<file path="src/rtl/jetp_pkg.sv">
// Package for the Julia escape-time pixel block: field widths, register indexes,
// reset values, fixed-point constants and the controller/datapath interface types.
// No dependencies.
package jetp_pkg;

   localparam int MaxDimDefault     = 4096;
   localparam int CoordWidthDefault = 32;
   localparam int IterWidthDefault  = 16;

   localparam int PixelWidth    = 12;
   localparam int GrayWidth     = 8;
   localparam int CountWidth    = 16;
   localparam int CsrIndexWidth = 3;
   localparam int FracBits      = 27;
   localparam int NewWidth      = 40;

   localparam logic [CsrIndexWidth-1:0] RegXStart  = 3'd0;
   localparam logic [CsrIndexWidth-1:0] RegXStep   = 3'd1;
   localparam logic [CsrIndexWidth-1:0] RegYStart  = 3'd2;
   localparam logic [CsrIndexWidth-1:0] RegYStep   = 3'd3;
   localparam logic [CsrIndexWidth-1:0] RegCReal   = 3'd4;
   localparam logic [CsrIndexWidth-1:0] RegCImag   = 3'd5;
   localparam logic [CsrIndexWidth-1:0] RegMaxIter = 3'd6;

   localparam logic [31:0] StartReset   = 32'hF1F1_F8FC;
   localparam logic [31:0] StepReset    = 32'd919300;
   localparam logic [31:0] CReset       = 32'd0;
   localparam logic [15:0] MaxIterReset = 16'd256;

   localparam logic [31:0] FullScale = 32'd4228250625;
   localparam logic signed [NewWidth-1:0] EscBound = 40'sd268435456;
   localparam logic signed [63:0] CoordMax = 64'sh0000_0000_7FFF_FFFF;
   localparam logic signed [63:0] CoordMin = 64'shFFFF_FFFF_8000_0000;

   typedef struct packed {
      logic [31:0] x_start;
      logic [31:0] x_step;
      logic [31:0] y_start;
      logic [31:0] y_step;
      logic [31:0] c_real;
      logic [31:0] c_imag;
      logic [15:0] max_iterations;
   } cfg_type;

   typedef struct packed {
      logic load;
      logic coord_mul;
      logic coord_add;
      logic iter_mul;
      logic iter_upd;
      logic gray_full;
      logic rhs_mul;
      logic sq_mul;
      logic qu_mul;
      logic pm_mul;
      logic cmp;
      logic out_load;
   } cmd_type;

   typedef struct packed {
      logic esc;
      logic last;
      logic max_zero;
      logic bit_last;
   } sts_type;

endpackage

</file>
<file path="src/rtl/jetp_csr.sv">
// Configuration register file of the Julia escape-time pixel block.
// Depends on jetp_pkg.
module jetp_csr import jetp_pkg::*; (
   input  logic                     clock,
   input  logic                     reset,
   input  logic                     csr_valid,
   output logic                     csr_ready,
   input  logic [CsrIndexWidth-1:0] csr_index,
   input  logic [31:0]              csr_data,
   output cfg_type                  cfg
);

   cfg_type cfg_ff;

   assign csr_ready = 1'b1;
   assign cfg       = cfg_ff;

   always_ff @(posedge clock) begin
      if (reset) begin
         cfg_ff.x_start        <= StartReset;
         cfg_ff.x_step         <= StepReset;
         cfg_ff.y_start        <= StartReset;
         cfg_ff.y_step         <= StepReset;
         cfg_ff.c_real         <= CReset;
         cfg_ff.c_imag         <= CReset;
         cfg_ff.max_iterations <= MaxIterReset;
      end else if (csr_valid) begin
         case (csr_index)
            RegXStart:  cfg_ff.x_start        <= csr_data;
            RegXStep:   cfg_ff.x_step         <= csr_data;
            RegYStart:  cfg_ff.y_start        <= csr_data;
            RegYStep:   cfg_ff.y_step         <= csr_data;
            RegCReal:   cfg_ff.c_real         <= csr_data;
            RegCImag:   cfg_ff.c_imag         <= csr_data;
            RegMaxIter: cfg_ff.max_iterations <= csr_data[15:0];
            default: begin
            end
         endcase
      end
   end

endmodule

</file>
<file path="config.mk">
export PLATFORM = sky130hd
export DESIGN_NAME = jetp_csr
export DESIGN_NICKNAME = d
export VERILOG_FILES = /design/src/rtl/jetp_pkg.sv /design/src/rtl/jetp_csr.sv
export SDC_FILE = /design/constraint.sdc
export NUM_CORES = 1
export LEC_CHECK = 0
export BUFFER_PORTS_ARGS = -buffer_cell sky130_fd_sc_hd__buf_2
export CAP_MARGIN = 5
export CORE_MARGIN = 4
export CORE_UTILIZATION = 53
export CTS_BUF_LIST = sky130_fd_sc_hd__clkbuf_8
export CTS_CLUSTER_SIZE = 8
export DETAILED_ROUTE_END_ITERATION = 8
export GPL_TIMING_DRIVEN = 0
export HOLD_SLACK_MARGIN = 0.06
export PLACE_DENSITY = 0.81
export SLEW_MARGIN = 25
export SYNTH_ARGS = -nofsm -noshare
export SYNTH_HDL_FRONTEND = slang
export SYNTH_SLANG_ARGS = --single-unit
</file>
<file path="constraint.sdc">
create_clock -name clock -period 1.75 [get_ports clock]
set_clock_uncertainty 0.2 [all_clocks]
set_input_delay 0.0875 -clock clock [delete_from_list [all_inputs] [get_ports clock]]
set_output_delay 0.0875 -clock clock [all_outputs]
set_load 0.01 [all_outputs]
</file>
# After elaboration in Yosys (flattened, before gate mapping)
# Cells that the tools add are included.
word_totals:
  ff_bits: 208
  latch_bits: 0
  mem_bits_rw: 0
  rom_bits: 0
  inputBits: 38
  output_inout_bits: 209
  wordCells: 21
  mem_count: 0
op_classes:
  n_addsub: 0
  multipliers: 0
  div_mod_pow: 0
  magnitude_cmp: 0
  n_eq_ne: 6
  shift: 0
  mux: 0
  bitwise_logic: 0
  n_reduce_logical: 8
op_table:
  columns: ["operator", "n"]
  rows:
  - ["$reduce_and A2 Y1", 7]
  - ["$eq A3 B3 Y1 const B", 3]
  - ["$eq A3 B2 Y1 const B", 2]
  - ["$eq A3 B1 Y1 const B", 1]
  - ["$logic_not A3 Y1", 1]

# Longest topological paths before layout
depth:
  word_depth: 2
  ltp_mapped: 6
  ltp_nobuf: 2

# Worst setup path after synthesis
# No wires, ideal clock.
synth_path:
  kind: "input to register"
  from: "input port csr_index[1]"
  to: "register cfg_ff, in the netlist cfg[201]"
  setup_time_ns: 0.124
  arrival_time_ns: 1.120
  required_ns: 1.426
  setup_slack_ns: 0.306
  path_stages: 5
  path_buffers: 3
  path_cell_list: "buf_2 > or4b_4 > buf_6 > buf_8 > mux2i_1"
synth_between:
  elab_chain_len: 2
synth_rtl:
  columns: ["item", "line", "rtl"]
  rows:
  - ["from (decl)", "jetp_csr.sv:8", "input logic [CsrIndexWidth-1:0] csr_index,"]
  - ["$logic_not A3 Y1", "jetp_csr.sv:28", "case (csr_index)"]
  - ["$reduce_and A2 Y1 (no source line)", null, null]
  - ["to (decl)", "jetp_csr.sv:13", "cfg_type cfg_ff;"]
# No other way between the ends.
# A chain may end at the register's enable or synchronous reset.

# Worst setup path after layout
layout_path:
  from: "input port csr_valid"
  to: "register cfg_ff, in the netlist cfg[22]"
layout_between:
  elab_chain_len: 1
layout_rtl:
  columns: ["item", "line", "rtl"]
  rows:
  - ["from (decl)", "jetp_csr.sv:6", "input logic csr_valid,"]
  - ["$reduce_and A2 Y1 (no source line)", null, null]
# No other way between the ends.

==> metrics.md <==
| Metric | Value |
|---|---|
| Synth cell types | `16` |
| F_max | `0.602 GHz` |
| Syn Std Cell Area | `8090 um2` |
| IO Pins | `247` |
| Storage cell area | `4160 um2` |
| Clock-pin slew on the worst setup and hold paths | `0.06 ns` |
| Max reg flops | `208` |
| Post-Syn Nets | `790` |
| Placed cells | `1176` |
| Skew-Pair Late Insertion Delay | `0.49 ns` |
| Final setup TNS | `0 ns` |
| Critical path depth in cells | `5` |
| Post-synthesis sequential area ratio | `51.5%` |
| Initial core utilization | `54.9%` |
| Post-synth top cells | `dfxtp_1, mux2i_1, nand2b_1, nor2_1` |
| Setup Viol. Count Final | `0` |
| Number of antenna diodes | `0` |
| RR Startpoint | `cfg[143]` |
| Crit-path max cell delay | `0.67 ns` |
| Final hold violation count | `0` |
| First-pass GRT wire length | `37100 um` |
| Primary FF master, synth | `dfxtp_1` |
| PortBufs | `240` |
| Slew @ Worst Pin | `0.635 ns` |
| H-tree lvl count | `2` |
| CP dominant cell by count | `buf_2` |
| Post-Route WL | `23900 um` |
| Syn Inst Count | `752` |
| Post-route DRC | `0` |
| Final instance area | `10600 um2` |
| Crit path to | `cfg[22]` |
| Power Density | `926 nW/um2` |
| Leakage power total | `5.42 nW` |
| Pre-CTS setup slack | `-0.0589 ns` |
| Ys async rst share | `0%` |
| Area contributors post-synth | `dfxtp_1, mux2i_1, nand2b_1, nor2_1, buf_2` |
| Die Span Y | `132 um` |
| CP endpoint kind | `flop` |
| Num CTS Buffers | `36` |
| Layout Utilization | `71.9%` |
| Std cell rows | `44` |
| Avg Vias per Cell | `5.14` |
| Synthesized flop and latch total | `208` |
| Area Growth Syn to Fin | `31.0%` |
| DR iter-0 viols | `357` |
| Die ar. | `17300 um2` |
| Max_cap viols | `0` |
| Ys Warns | `0` |
| Clock sink total | `208` |
| Core ar. | `14800 um2` |
| Status | `completed` |
| Worst EP arrival | `1.82 ns` |
| Detailed-route via count | `6549` |
| CP max stage cell | `dlygate4sd3_1` |
| Final period util | `94.9%` |
| Setup ws final | `0.0894 ns` |
| CTS tree | `yes` |
| WS Path Type | `primary input to flop` |
| DRT antenna net count | `0` |
| CP Max Fanout | `10` |
| Hold slack final | `0.0961 ns` |
| Reg-to-reg endpoint | `cfg[143]` |
| DP HPWL | `17200 um` |
| CP cell instances | `buf_2 -> dlygate4sd3_1 -> nand4b_1 -> buf_2 -> mux2i_1` |
| Initial antenna violation count | `0` |
| Average footprint of a synthesized cell | `10.8 um2` |
| Layout cells sized above 1 | `29.5%` |
| Beginning of the critical path | `csr_valid` |
| R2R setup slack | `0.40 ns` |
| Cell Count, Final, Fillers Out | `1273` |
| Worst R2R Path Depth | `3` |
| Total power | `9.82 mW` |
| Die span in x | `132 um` |
| GRT Resource Usage Total | `26.6%` |
| Root Buffer | `clkbuf_8` |
| Delay-heaviest family, CP | `buffers and inverters` |
| Final slew viol count | `0` |
| VDD IR max | `0.000651 V` |
| Slew HR | `57.7%` |
| Fillers | `1109` |
| Pre-Repair DR Iteration Count | `5` |
| Yosys top cell by area | `dfxtp_1` |
| Top-area cell type share of the netlist area | `51.5%` |
| Largest net degree at the start of global routing | `11` |
| Layout net count | `1111` |
| Worst EP required | `1.91 ns` |
| Fin crit period | `1.66 ns` |
| Post-DR wirelength/cell | `18.8 um` |
| Clk buf depth | `3` |
| Gr ovfl total | `0` |
| Placed Area | `9520 um2` |
| Vias in the first global route | `6752` |
| Nature of the critical path startpoint | `primary input` |
| Footprint of the multi-input gates | `3640 um2` |
| GP Congestion | `0.834` |
| Worst Path Buf+Inv | `3` |
| Hold Path Class | `primary input to flop` |
| EDFF count, synth | `0` |
==> kinds of logic (layout without fill, tap and decap cells) <==
kind of cell	count (synthesis)	in the layout	synth area share, %
buf+inv	59	396	3.57
flops	208	208	51.5
mux	208	208	25.7
other cells	1	1	0.0463
simple gates	276	276	19.2
==> layer usage <==
| layer | GRT usage, % | vias up | wire (um) |
|---|---|---|---|
| li1 | - | 3127 | - |
| met1 | 34.2 | 3102 | 10500 |
| met2 | 42.9 | 250 | 11000 |
| met3 | 5.12 | 70 | 1340 |
| met4 | 13.6 | 0 | 1120 |
| met5 | 0 | - | 0 |
==> where the power goes <==
group | switching [mW] | total [mW] | internal, mW
Combinational | 0.464 | 0.833 | 0.369
Sequential | 0.0583 | 4.90 | 4.84
Clock | 1.81 | 4.08 | 2.27
==> layout make-up <==
class | instances | area share (%)
Timing Repair Buffer | 283 | 15.3
Tap cell | 184 | 2.17
Buffer | 59 | 2.75
Multi-Input combinational cell | 485 | 34.3
Clock inverter | 9 | 0.319
Clock buffer | 45 | 5.84
Sequential cell | 208 | 39.3
==> cell usage in the layout, fill, tap and decap left out, types with 5 or more instances in the layout <==
cell,instances
dlygate4sd3_1,41
dfxtp_1,208
nand2b_1,183
clkbuf_8,45
inv_1,9
nor2_1,84
mux2i_1,208
buf_4,5
clkbuf_1,27
buf_2,266
==> worst reg2reg max path: stages (launching register included) <==
cell and delay (ns):
dfxtp_1 0.31, nor2_1 0.09, mux2i_1 0.08, dlygate4sd3_1 0.56
==> repair_timing <==
| item | CTS | global route |
|---|---|---|
| hold buffers | 40 | 2 |
| buffers inserted | 0 | 2 |
| resized for setup | 0 | 2 |
| hold endpoints to repair | 208 | 2 |
| setup endpoints to repair | 0 | 12 |
==> worst min-delay path by stage <==
stage,start,endpoint,slack (ns),cells after the start
floorplan,csr_data[20],cfg[196],0.06,2
global placement,csr_data[17],cfg[97],0.17,3
detailed placement,csr_data[17],cfg[97],0.18,3
CTS,csr_index[2],cfg[15],0.07,4
global route,reset,cfg[16],0.12,4
finish,csr_index[2],cfg[144],0.1,4
Power figures use the tool's default switching activity.
