[src/rtl/jetp_pkg.sv]
// Package for the Julia escape-time pixel block: field widths, register indexes,
// reset values, fixed-point constants and the controller/datapath interface types.
// No dependencies.
package jetp_pkg;

   localparam int MaxDimDefault     = 4096;
   localparam int CoordWidthDefault = 32;
   localparam int IterWidthDefault  = 16;

   localparam int PixelWidth    = 12;
   localparam int GrayWidth     = 8;
   localparam int CountWidth    = 16;
   localparam int CsrIndexWidth = 3;
   localparam int FracBits      = 27;
   localparam int NewWidth      = 40;

   localparam logic [CsrIndexWidth-1:0] RegXStart  = 3'd0;
   localparam logic [CsrIndexWidth-1:0] RegXStep   = 3'd1;
   localparam logic [CsrIndexWidth-1:0] RegYStart  = 3'd2;
   localparam logic [CsrIndexWidth-1:0] RegYStep   = 3'd3;
   localparam logic [CsrIndexWidth-1:0] RegCReal   = 3'd4;
   localparam logic [CsrIndexWidth-1:0] RegCImag   = 3'd5;
   localparam logic [CsrIndexWidth-1:0] RegMaxIter = 3'd6;

   localparam logic [31:0] StartReset   = 32'hF1F1_F8FC;
   localparam logic [31:0] StepReset    = 32'd919300;
   localparam logic [31:0] CReset       = 32'd0;
   localparam logic [15:0] MaxIterReset = 16'd256;

   localparam logic [31:0] FullScale = 32'd4228250625;
   localparam logic signed [NewWidth-1:0] EscBound = 40'sd268435456;
   localparam logic signed [63:0] CoordMax = 64'sh0000_0000_7FFF_FFFF;
   localparam logic signed [63:0] CoordMin = 64'shFFFF_FFFF_8000_0000;

   typedef struct packed {
      logic [31:0] x_start;
      logic [31:0] x_step;
      logic [31:0] y_start;
      logic [31:0] y_step;
      logic [31:0] c_real;
      logic [31:0] c_imag;
      logic [15:0] max_iterations;
   } cfg_type;

   typedef struct packed {
      logic load;
      logic coord_mul;
      logic coord_add;
      logic iter_mul;
      logic iter_upd;
      logic gray_full;
      logic rhs_mul;
      logic sq_mul;
      logic qu_mul;
      logic pm_mul;
      logic cmp;
      logic out_load;
   } cmd_type;

   typedef struct packed {
      logic esc;
      logic last;
      logic max_zero;
      logic bit_last;
   } sts_type;

endpackage

[src/rtl/jetp_ctrl.sv]
// Controller of the Julia escape-time pixel block: sequences start point, iteration
// loop and fourth-root search, and owns the result handshake. Depends on jetp_pkg.
module jetp_ctrl import jetp_pkg::*; (
   input  logic    clock,
   input  logic    reset,
   input  logic    req_tvalid,
   output logic    req_tready,
   output logic    rsp_tvalid,
   input  logic    rsp_tready,
   input  sts_type sts,
   output cmd_type cmd
);

   localparam logic [3:0] StIdle = 4'd0;
   localparam logic [3:0] StCMul = 4'd1;
   localparam logic [3:0] StCAdd = 4'd2;
   localparam logic [3:0] StIMul = 4'd3;
   localparam logic [3:0] StIUpd = 4'd4;
   localparam logic [3:0] StRhs  = 4'd5;
   localparam logic [3:0] StSq   = 4'd6;
   localparam logic [3:0] StQu   = 4'd7;
   localparam logic [3:0] StPm   = 4'd8;
   localparam logic [3:0] StCmp  = 4'd9;
   localparam logic [3:0] StDone = 4'd10;

   logic [3:0] state_ff, state_in;
   logic       rsp_valid_ff, rsp_valid_in;

   assign req_tready = (state_ff == StIdle);
   assign rsp_tvalid = rsp_valid_ff;

   always_comb begin
      state_in = state_ff;
      cmd      = '0;
      case (state_ff)
         StIdle: begin
            if (req_tvalid) begin
               cmd.load = 1'b1;
               state_in = StCMul;
            end
         end
         StCMul: begin
            cmd.coord_mul = 1'b1;
            state_in      = StCAdd;
         end
         StCAdd: begin
            cmd.coord_add = 1'b1;
            state_in      = sts.max_zero ? StDone : StIMul;
         end
         StIMul: begin
            cmd.iter_mul = 1'b1;
            state_in     = StIUpd;
         end
         StIUpd: begin
            cmd.iter_upd = 1'b1;
            if (sts.esc) begin
               cmd.gray_full = sts.last;
               state_in      = sts.last ? StDone : StRhs;
            end else begin
               state_in = sts.last ? StDone : StIMul;
            end
         end
         StRhs: begin
            cmd.rhs_mul = 1'b1;
            state_in    = StSq;
         end
         StSq: begin
            cmd.sq_mul = 1'b1;
            state_in   = StQu;
         end
         StQu: begin
            cmd.qu_mul = 1'b1;
            state_in   = StPm;
         end
         StPm: begin
            cmd.pm_mul = 1'b1;
            state_in   = StCmp;
         end
         StCmp: begin
            cmd.cmp  = 1'b1;
            state_in = sts.bit_last ? StDone : StSq;
         end
         StDone: begin
            if (!rsp_valid_ff || rsp_tready) begin
               cmd.out_load = 1'b1;
               state_in     = StIdle;
            end
         end
         default: state_in = StIdle;
      endcase
   end

   always_comb begin
      rsp_valid_in = rsp_valid_ff & ~rsp_tready;
      if (cmd.out_load) begin
         rsp_valid_in = 1'b1;
      end
   end

   always_ff @(posedge clock) begin
      if (reset) begin
         state_ff     <= StIdle;
         rsp_valid_ff <= 1'b0;
      end else begin
         state_ff     <= state_in;
         rsp_valid_ff <= rsp_valid_in;
      end
   end

endmodule

[config.mk]
export PLATFORM = sky130hd
export DESIGN_NAME = jetp_ctrl
export DESIGN_NICKNAME = d
export VERILOG_FILES = /design/src/rtl/jetp_pkg.sv /design/src/rtl/jetp_ctrl.sv
export SDC_FILE = /design/constraint.sdc
export NUM_CORES = 1
export LEC_CHECK = 0
export BUFFER_PORTS_ARGS = -buffer_cell sky130_fd_sc_hd__buf_4
export CAP_MARGIN = 20
export CORE_AREA = 3 3 40 42
export DETAILED_ROUTE_END_ITERATION = 10
export DIE_AREA = 0 0 43 45
export SLEW_MARGIN = 20
export SYNTH_ARGS = -nofsm -noshare
export SYNTH_HDL_FRONTEND = slang
export SYNTH_SLANG_ARGS = --single-unit
[constraint.sdc]
create_clock -name clock -period 1.2 [get_ports clock]
set_clock_uncertainty 0.05 [all_clocks]
set_input_delay 0.12 -clock clock [delete_from_list [all_inputs] [get_ports clock]]
set_output_delay 0.12 -clock clock [all_outputs]
set_load 0.05 [all_outputs]
* After elaboration in Yosys (flattened, before gate mapping) *
Cells that the tools add are included.

word-level totals
  input bits = 8
  flip-flop bits (word level) = 5
  output and inout port bits = 14
  word-level logic and storage cells = 43

operators by class
  bitwise operators = 2
  reduce and logical (&&, ||, !) cells = 4
  multiplexer cells = 23
  equality and inequality tests = 12

operator list
  operator                                        number
  one-hot mux 4 bit (11 select lines)             1
  2-to-1 mux 4 bit                                7
  == test 4 x 3 -> 1 bit (second input constant)  4
  2-to-1 mux 1 bit                                14
  == test 4 bit (second input constant)           3
  == test 4 x 2 -> 1 bit (second input constant)  2
  == test 4 x 1 -> 1 bit (second input constant)  1
  zero test 4 bit                                 1
  inequality test 2 bit (second input constant)   2
  2-to-1 mux 2 bit                                1
  AND reduction 2 bit                             1
  AND 1 bit                                       1
  zero test 1 bit                                 1
  logical OR 1 bit                                1
  NOT 1 bit                                       1

* Logic depth before layout (Yosys ltp) *
Gate-level depths: netlist of run 1.

  word-level depth = 5
  depth in mapped cells = 5

* Least setup slack after synthesis of run 1 *
OpenSTA, ideal clock, no wires.

  path kind = register -> output
  start = register state_ff[2]
  end = output port cmd[11] in the netlist's numbering
  stages on the path, launching flop included = 4
  required time = 1.030 ns
  arrival time = 2.710 ns
  setup slack = -1.680 ns
  path through = dfxtp_1 > buf_4 > nor4_1 > and2_1

RTL lines
  element                 line              RTL
  start, declared         jetp_ctrl.sv:26   logic [3:0] state_ff, state_in;
  start signal, assigned  jetp_ctrl.sv:102  state_ff <= StIdle;
  start signal, assigned  jetp_ctrl.sv:105  state_ff <= state_in;
  end, declared           jetp_ctrl.sv:11   output cmd_type cmd

==> reports/metrics.cfg, run 1 <==
[outcome]
status=finished with violations
violations=negative setup slack

[flow_run]
max_cap_violations=0

[sta]
grt_setup_unrepaired=true
timing.slew.headroom=0.8136
report.final.slew_viol_count=0
post-route-period-util=1.247
worst-slew-pin-transition_ps=277.5
setup-violations-final=17
hold_violations=0
timing.fmax_mhz=668.4
timing.final.crit_period_ps=1496
timing.final.ws_setup_ps=-296.1
final.setup.tns_ps=-3254

[logic_synthesis]
ys_warnings=0
combinational_family_with_the_most_area_after_synthesis=simple AND/OR/NAND/NOR gates
synthesis.instances=59
synth_top_cell_area_share=0.2388
yosys.area_share.simple=0.3851
synth.largest_area_cell=dfxtp_1
syn-mean-instance-area_um2=7.104
yosys.area_share.adder=0
ys_ff_latch=5
ys_top_cells_by_area=dfxtp_1, nor2_1, nand2b_1, nor3_1, a21oi_1
synth_compound_area_frac=0.2119
post_synth_num_cell_types=26
synth_sequential_area_ratio=0.2388
post_synth_xor_area_fraction=0.04179
post_synthesis_mux_area_share=0.02388
syn_std_cell_area_um2=419.2
synthesis.nets=67

[worst_setup_path]
timing.setup.critical_path_class=flop to output pin
crit_path_end_kind=output pin
cp_max_fo=9
crit_arrival_ps=1330
worst_setup_path_start_kind=flop
worst_ep_required_time_ps=1030

[floorplan]
effective_utilization_at_floorplan=0.3262
num_io_pins=22
floorplan.die_area_um2=1935
core_region_area_um2=1285
die_width_um=43
die_h_um=45
std_cell_rows=13

[clock_network]
tritoncts_clock_tree=done
clk_pin_slew_ps=50
numCtsBuffers=3
cts-root-buf=clkbuf_4
htree_num_levels=1
insertion_delay_ps=250
clockBufferDepth=2
clock_sinks=5

[cells_and_area]
finalNonFillerCells=122
sequential_cell_area_um2=113.9
finalInstanceArea_um2=1096
area_growth_syn_to_layout_pct=161.5
final.fill_count=78
antenna_cells_inserted=0
final_layout_size_suffix_gt1_frac=0.7383
multi_input_area_um2=452.9
final_net_count=116
core_util_final=0.8530

[global_routing]
gr-usage-all-layers=0.2008
grt_start_max_net_pins=11
global_route_wire_length_before_repair_mm=2.780
overflow=0
grt_antenna_before_repair=0
via_count_of_the_first_global_routing_pass=611

[routing]
top_signal_layer_used=met4
drt_pass1_iterations=3
detailroute.wirelength.met2_mm=1.016
met1Wirelength_um=753
dr_total_vias=622
drt-initial-drc-count=8
route.met3.wl_um=72
drt_drc=0
drt_wl_total_mm=1.933
drt-vias-per-instance=5.098
antenna_violating_nets_post_route=0
post_drt_wl_per_cell_um=15.84

[place]
place_inst=111
placed_cell_area_um2=857.1
portBuffers=21
finalWeightedCongestion=0.8560
place_hpwl_mm=1.129

[pwr]
power.net_switching_mw=1.345
power_density_nw_per_um2=2590
internal_power_mw=1.494
sequentialPowerShare=0.125
power_switching_share=0.4739
power.static_leakage_nw=0.4458
ir_worst_vdd_mv=1.562
comb_power_share=0.803
share_clk_of_total_power=0.072
report.power.total_mw=2.839

[min_path]
min-delay-path-class=input pin to flop

power by group through the flow:
stage / combinational, mW / clock (mW) / sequential, mW
after detailed placement: 1.83 / 0 / 0.321
after floorplan: 1.21 / 0 / 0.287
final: 2.28 / 0.204 / 0.356
after global placement: 1.81 / 0 / 0.322
after CTS: 2.12 / 0.212 / 0.345
after global routing: 2.39 / 0.231 / 0.362
per-layer routing:
metal | vias up | track usage
met3 | 10 | 0.01195
met2 | 21 | 0.3413
li1 | 307 | -
met1 | 284 | 0.2246
met5 | - | 0
met4 | 0 | 0.1867
per-stage QoR:
stage               setup slack, ps  hold WS (ps)
floorplan                    -452.8         131.7
global route                 -344.9         79.17
detailed placement           -108.5         273.5
CTS                          -286.3         75.86
global placement             -84.70         267.6
finish                       -296.1         90.86
cell usage after synthesis:
master	instances
buf_6	1
o31a_1	1
mux2i_1	1
nor4_1	1
nand3_1	1
and2_1	1
nor3_1	6
and3_1	1
o22ai_1	1
buf_2	3
nor4bb_1	1
nand4_1	1
dfxtp_1	5
nand2_1	2
buf_4	1
xnor2_1	2
o211ai_1	1
a31oi_1	2
nor2b_1	3
nor2_1	9
o22a_1	1
a211o_1	1
o221a_1	1
a21oi_1	5
nand2b_1	5
inv_1	2
sequential cells by signal (all words and copies together) (netlist names):
signal and flops:
rsp_tvalid 1, state_ff 4
path summary, 6_finish.rpt:
path	to	cells past startpoint	slack (ps)	startpoint
max	cmd[10]	4	-300	state_ff[2]
max reg2reg	state_ff[1]	5	-150	state_ff[0]
min	state_ff[0]	3	90	req_tvalid
min reg2reg	rsp_tvalid	3	650	rsp_tvalid
critical path: stages, from the launching register on:
cell and delay [ps]:
dfxtp_4 380, nand2b_2 230, buf_4 160, nor3_4 120, buf_6 180
final cells by class:
type,instances,area share
repair buffers,49,0.4349
multi-input cells,47,0.4132
flip-flops and latches,5,0.1039
clock buffers,4,0.02397
well taps,15,0.01712
inverters,2,0.006849
layout by cell type, fill, tap and decap left out, drive strengths merged:
master       synthesis  final
buf                  5     48
o211ai               1      1
o31a                 1      1
a31oi                2      2
xnor2                2      2
nor2b                3      3
and3                 1      1
inv                  2      2
a21oi                5      5
nand2                2      2
nor4                 1      1
nand2b               5      5
nand3                1      1
o221a                1      1
mux2i                1      1
clkbuf               0      4
dfxtp                5      5
o22a                 1      1
dlygate4sd3          0      1
nor3                 6      6
nor2                 9      9
nand4                1      1
o22ai                1      1
a211o                1      1
nor4bb               1      1
and2                 1      1
logic make-up (layout without fill, tap and decap cells):
kind of cell	after synthesis	count (layout)
xor gates and xnor gates	2	2
and+or+nand+nor	31	31
muxes	1	1
AOI/OAI and AO/OA	13	13
buffers and inverters	7	55
DFF	5	5
timing repair:
item | 4_1_cts | 5_1_grt
resized for setup | 35 | 8
setup buffers | 5 | 3
pin swaps | 5 | 4
endpoints found under the hold margin | 1 | 0
hold buffers | 1 | 0
endpoints found under the setup margin | 17 | 17
No activity file was read; power rests on OpenSTA's default activity.
==> run 2: changes to the inputs <==
Settings changed: CORE_AREA 3 3 40 42 to 4 4 41 43, DIE_AREA 0 0 43 45 to 0 0 45 47, PLACE_DENSITY_LB_ADDON set to 0.15.
==> run 2 against run 1 <==
The flow still finishes with violations (negative setup slack). Critical endpoint is now cmd[11]. Core utilization increased by 5.5 points. Clock power decreased by 4%. Die area increased by 9.3%. Critical path type unchanged.
==> reports/metrics.cfg, run 2 (synthesized netlist as in run 1, its figures left out) <==
[cells_and_area]
final_layout_size_suffix_gt1_frac=0.8000
antenna_cells_inserted=0
final_net_count=119
finalNonFillerCells=125
final.fill_count=51
final_common_cell=buf_4
area_growth_syn_to_layout_pct=181.8
largest_reg_flops=4
top_register=state_ff
top_library_cells_by_usage_in_the_layout_fill_and_taps_aside=buf_4, buf_6, buf_8

[flow_run]
max_cap_violations=0

[floorplan]
core_region_area_um2=1301
std_cell_rows=13
effective_utilization_at_floorplan=0.3221
floorplan.die_area_um2=2115
die_width_um=45
num_io_pins=22
die_h_um=47

[outcome]
violations=negative setup slack
status=finished with violations

[global_routing]
via_count_of_the_first_global_routing_pass=686
grt_antenna_before_repair=0
grt_start_max_net_pins=10
global_route_wire_length_before_repair_mm=3.070
overflow=0
gr-usage-all-layers=0.2071

[routing]
drt-initial-drc-count=4
drt_wl_total_mm=2.170
drt_pass1_iterations=4
drt-vias-per-instance=5.472
antenna_violating_nets_post_route=0
post_drt_wl_per_cell_um=17.36
dr_total_vias=684
drt_drc=0

[worst_setup_path]
critical_path_buf_inv_count=2
worst_ep_required_time_ps=1030
cp_max_fo=5
worst_setup_path_start_kind=flop
timing.critical_path.from=state_ff[0]
critical_path.reg2reg.startpoint=state_ff[0]
crit_path_frequent_cell=buf_8
crit_path_end_kind=output pin
worst_path_largest_cell_delay_ps=350
worst_path_dominant_cell_family=simple AND/OR/NAND/NOR gates
crit_path_top_delay_cell=dfxtp_4
timing.setup.critical_path_class=flop to output pin
path_cells=buf_8 -> nor4_4 -> and2_4 -> buf_8
crit_arrival_ps=1290

[sta]
hold_violations=0
timing.final.crit_period_ps=1459
setup-violations-final=16
post-route-period-util=1.216
timing.slew.headroom=0.8462
grt_setup_unrepaired=true
timing.final.ws_setup_ps=-258.8
report.final.slew_viol_count=0
timing.fmax_mhz=685.5
final.setup.tns_ps=-2827
worst-slew-pin-transition_ps=229.0

[min_path]
hold_path_startpoint=reset
min-delay-path-class=input pin to flop

[clock_network]
tritoncts_clock_tree=done
clock_sinks=5
insertion_delay_ps=240
clk_pin_slew_ps=40
numCtsBuffers=3
clockBufferDepth=2
cts-root-buf=clkbuf_4
htree_num_levels=1

[pwr]
power_density_nw_per_um2=2714
ir_worst_vdd_mv=1.941
power.static_leakage_nw=0.4940
report.power.total_mw=3.206

[place]
place_hpwl_mm=1.030
portBuffers=21
finalWeightedCongestion=0.7574
place_inst=107

[run 2: cell types whose count changed in the layout (fill, tap and decap cells not counted), sizes merged]
cell         before  now
buf              48   52
dlygate4sd3       1    0
[run 2: final timing paths]
path                  to  slack (ps)  depth (start not counted)
max              cmd[11]        -260                          4
min          state_ff[3]          20                          2
max reg2reg  state_ff[3]        -190                          6
min reg2reg  state_ff[3]         650                          3
[run 2: cell type report]
type	count	area (µm²)	share of cell area
Clock buffer	4	26.28	0.02225
Inverter	2	7.507	0.006356
Multi-Input combinational cell	47	490.5	0.4153
Sequential cell	5	116.4	0.09852
Tap cell	15	18.77	0.01589
Timing Repair Buffer	52	521.8	0.4417
[run 2: worst register-to-register path, stage by stage (launching register included)]
cell and delay (ps):
dfxtp_4 350, buf_6 130, buf_6 120, nor4bb_4 280, a31oi_1 70, o22a_1 200
a21oi_1 120
[run 2: timing repair]
action	4_1_cts	5_1_grt
buffers inserted	12	4
resized for setup	44	17
pin swaps	9	14
setup endpoints to repair	16	17
hold buffers	0	0
[run 2: routing by layer]
metal / up-vias / global-route usage / wire length, µm
met1: 329 / 0.2210 / 835
li1: 312 / - / -
met2: 29 / 0.3870 / 1124
met3: 14 / 0.01916 / 109
met5: - / 0 / 0
met4: 0 / 0.1345 / 101
[run 2: power breakdown]
group | switching (mW) | internal (mW)
Sequential | 0.122 | 0.248
Clock | 0.0696 | 0.126
Combinational | 1.30 | 1.34
[run 2: through the flow]
stage / setup WS [ps] / hold slack [ps] / util / area, µm²
after floorplan: -452.8 / 131.7 / - / 554.3
after global placement: -89.14 / 271.2 / 0.6356 / 827.0
after detailed placement: -108.4 / 270.7 / 0.6356 / 827.0
after CTS: -283.9 / 4.270 / 0.8529 / 1110
after global routing: -303.2 / 26.13 / 0.9077 / 1181
final: -258.8 / 22.20 / 0.9077 / 1181
==> run 3: changes to the inputs <==
Settings changed: PLACE_DENSITY set to 0.69, PLACE_DENSITY_LB_ADDON 0.15 to not set.
==> run 3 against run 2 <==
The run still ends with negative setup slack left. Wire length shrank 19%. Via count shrank 6.0%. Non-clock buffer count shrank 7. Total power shrank 14%. Register-to-register slack gained 120 ps. Sequential power shrank 1%. Core utilization shrank 10 points. Maximum frequency shrank 3.2%. Critical path depth is the same. Final cell count shrank 5.6%. Critical endpoint unchanged.
==> reports/metrics.cfg, run 3 (synthesized netlist as in run 1, its figures left out) <==
[global_routing]
grt_antenna_before_repair=0
grt_max_usage_layer=met2
global_route_wire_length_before_repair_mm=2.815
grt_use_met2=0.3305
overflow=0
via_count_of_the_first_global_routing_pass=623
grt_use_met1=0.2225
grt_start_max_net_pins=11
gr-usage-met3=0.02299
gr-usage-all-layers=0.1838

[sta]
final.setup.tns_ps=-3268
post-route-period-util=1.256
timing.fmax_mhz=663.7
grt_setup_unrepaired=true
timing.final.crit_period_ps=1507
whs_ps=19.94
timing.final.ws_setup_ps=-306.8
worst-slew-pin-transition_ps=243.2
hold_violations=0
timing.slew.headroom=0.8367
report.final.slew_viol_count=0
setup-violations-final=17

[pwr]
power.static_leakage_nw=0.4284
power_switching_share=0.4687
share_clk_of_total_power=0.074
sequentialPowerShare=0.133
ir_worst_vdd_mv=1.806
power.net_switching_mw=1.288
comb_power_share=0.793
internal_power_mw=1.460
report.power.total_mw=2.748
power_density_nw_per_um2=2631

[cells_and_area]
finalNonFillerCells=118
final.fill_count=90
final_net_count=112
core_util_final=0.8029
antenna_cells_inserted=0
final_layout_size_suffix_gt1_frac=0.7087
finalInstanceArea_um2=1045
area_growth_syn_to_layout_pct=149.3
largest_reg_flops=4
top_register=state_ff
final_common_cell=buf_4
top_library_cells_by_usage_in_the_layout_fill_and_taps_aside=buf_4, buf_6, nor2_4, a21oi_1, buf_8

[worst_setup_path]
cp_max_fo=6
crit_path_top_delay_cell=dfxtp_2
worst_path_dominant_cell_family=simple AND/OR/NAND/NOR gates
crit_arrival_ps=1340
path_cells=buf_12 -> nor4_4 -> and2_4 -> buf_8
worst_setup_path_start_kind=flop
timing.setup.critical_path_class=flop to output pin
worst_path_largest_cell_delay_ps=340
worst_ep_required_time_ps=1030
crit_path_end_kind=output pin
critical_path_buf_inv_count=2

[outcome]
status=finished with violations
violations=negative setup slack

[clock_network]
cts-root-buf=clkbuf_4
holdBufCountCts=0
tritoncts_clock_tree=done
insertion_delay_ps=250
numCtsBuffers=3
htree_num_levels=1
clockBufferDepth=2
clock_sinks=5
clk_pin_slew_ps=50

[floorplan]
effective_utilization_at_floorplan=0.3221
die_width_um=45
std_cell_rows=13
num_io_pins=22
core_region_area_um2=1301
floorplan.die_area_um2=2115
die_h_um=47

[min_path]
min-delay-path-class=input pin to flop

[flow_run]
max_cap_violations=0

[place]
placed_cell_area_um2=847.1
place_inst=108
portBuffers=21
finalWeightedCongestion=0.8288
dpl_worst_slack_ps=-107.3
place_hpwl_mm=1.181

[routing]
post_drt_wl_per_cell_um=14.94
drt-vias-per-instance=5.449
drt_wl_total_mm=1.763
dr_total_vias=643
antenna_violating_nets_post_route=0
drt_pass1_iterations=4
drt_drc=0
drt-initial-drc-count=11

## run 3: changes by cell type in the layout (fill, tap and decap cells not counted), sizes merged
cell | before | now
buf | 52 | 45
## run 3: layout make-up
type,count,area (µm²),area share
Timing Repair Buffer,45,461.7,0.4419
Multi-Input combinational cell,47,416.7,0.3988
Sequential cell,5,113.9,0.1090
Clock buffer,4,26.28,0.02515
Tap cell,15,18.77,0.01796
Inverter,2,7.507,0.007186
## run 3: final timing paths
kind | from | depth (start not counted) | endpoint | slack [ps]
setup reg to reg | state_ff[1] | 5 | state_ff[0] | -70
hold / removal | reset | 2 | state_ff[2] | 20
hold reg to reg | state_ff[0] | 3 | state_ff[3] | 630
setup / recovery | state_ff[1] | 4 | cmd[11] | -310
## run 3: layer usage
metal / part of all wire / wire length, µm
met1: 0.42 / 735
met2: 0.53 / 938
met3: 0.042 / 74
met4: 0.0079 / 14
met5: 0 / 0
## run 3: power groups by stage
stage	Sequential [mW]	Clock (mW)	Combinational, mW
3_3_place_gp	0.334	0	1.77
2_1_floorplan	0.287	0	1.21
6_report	0.367	0.203	2.18
3_5_place_dp	0.337	0	1.80
5_1_grt	0.376	0.224	2.29
4_1_cts	0.365	0.207	2.04
## run 3: what timing repair did
action / in CTS / in global routing
buffers inserted: 2 / 4
endpoints found under the setup margin: 16 / 17
pin swaps: 4 / 3
resized for setup: 29 / 6
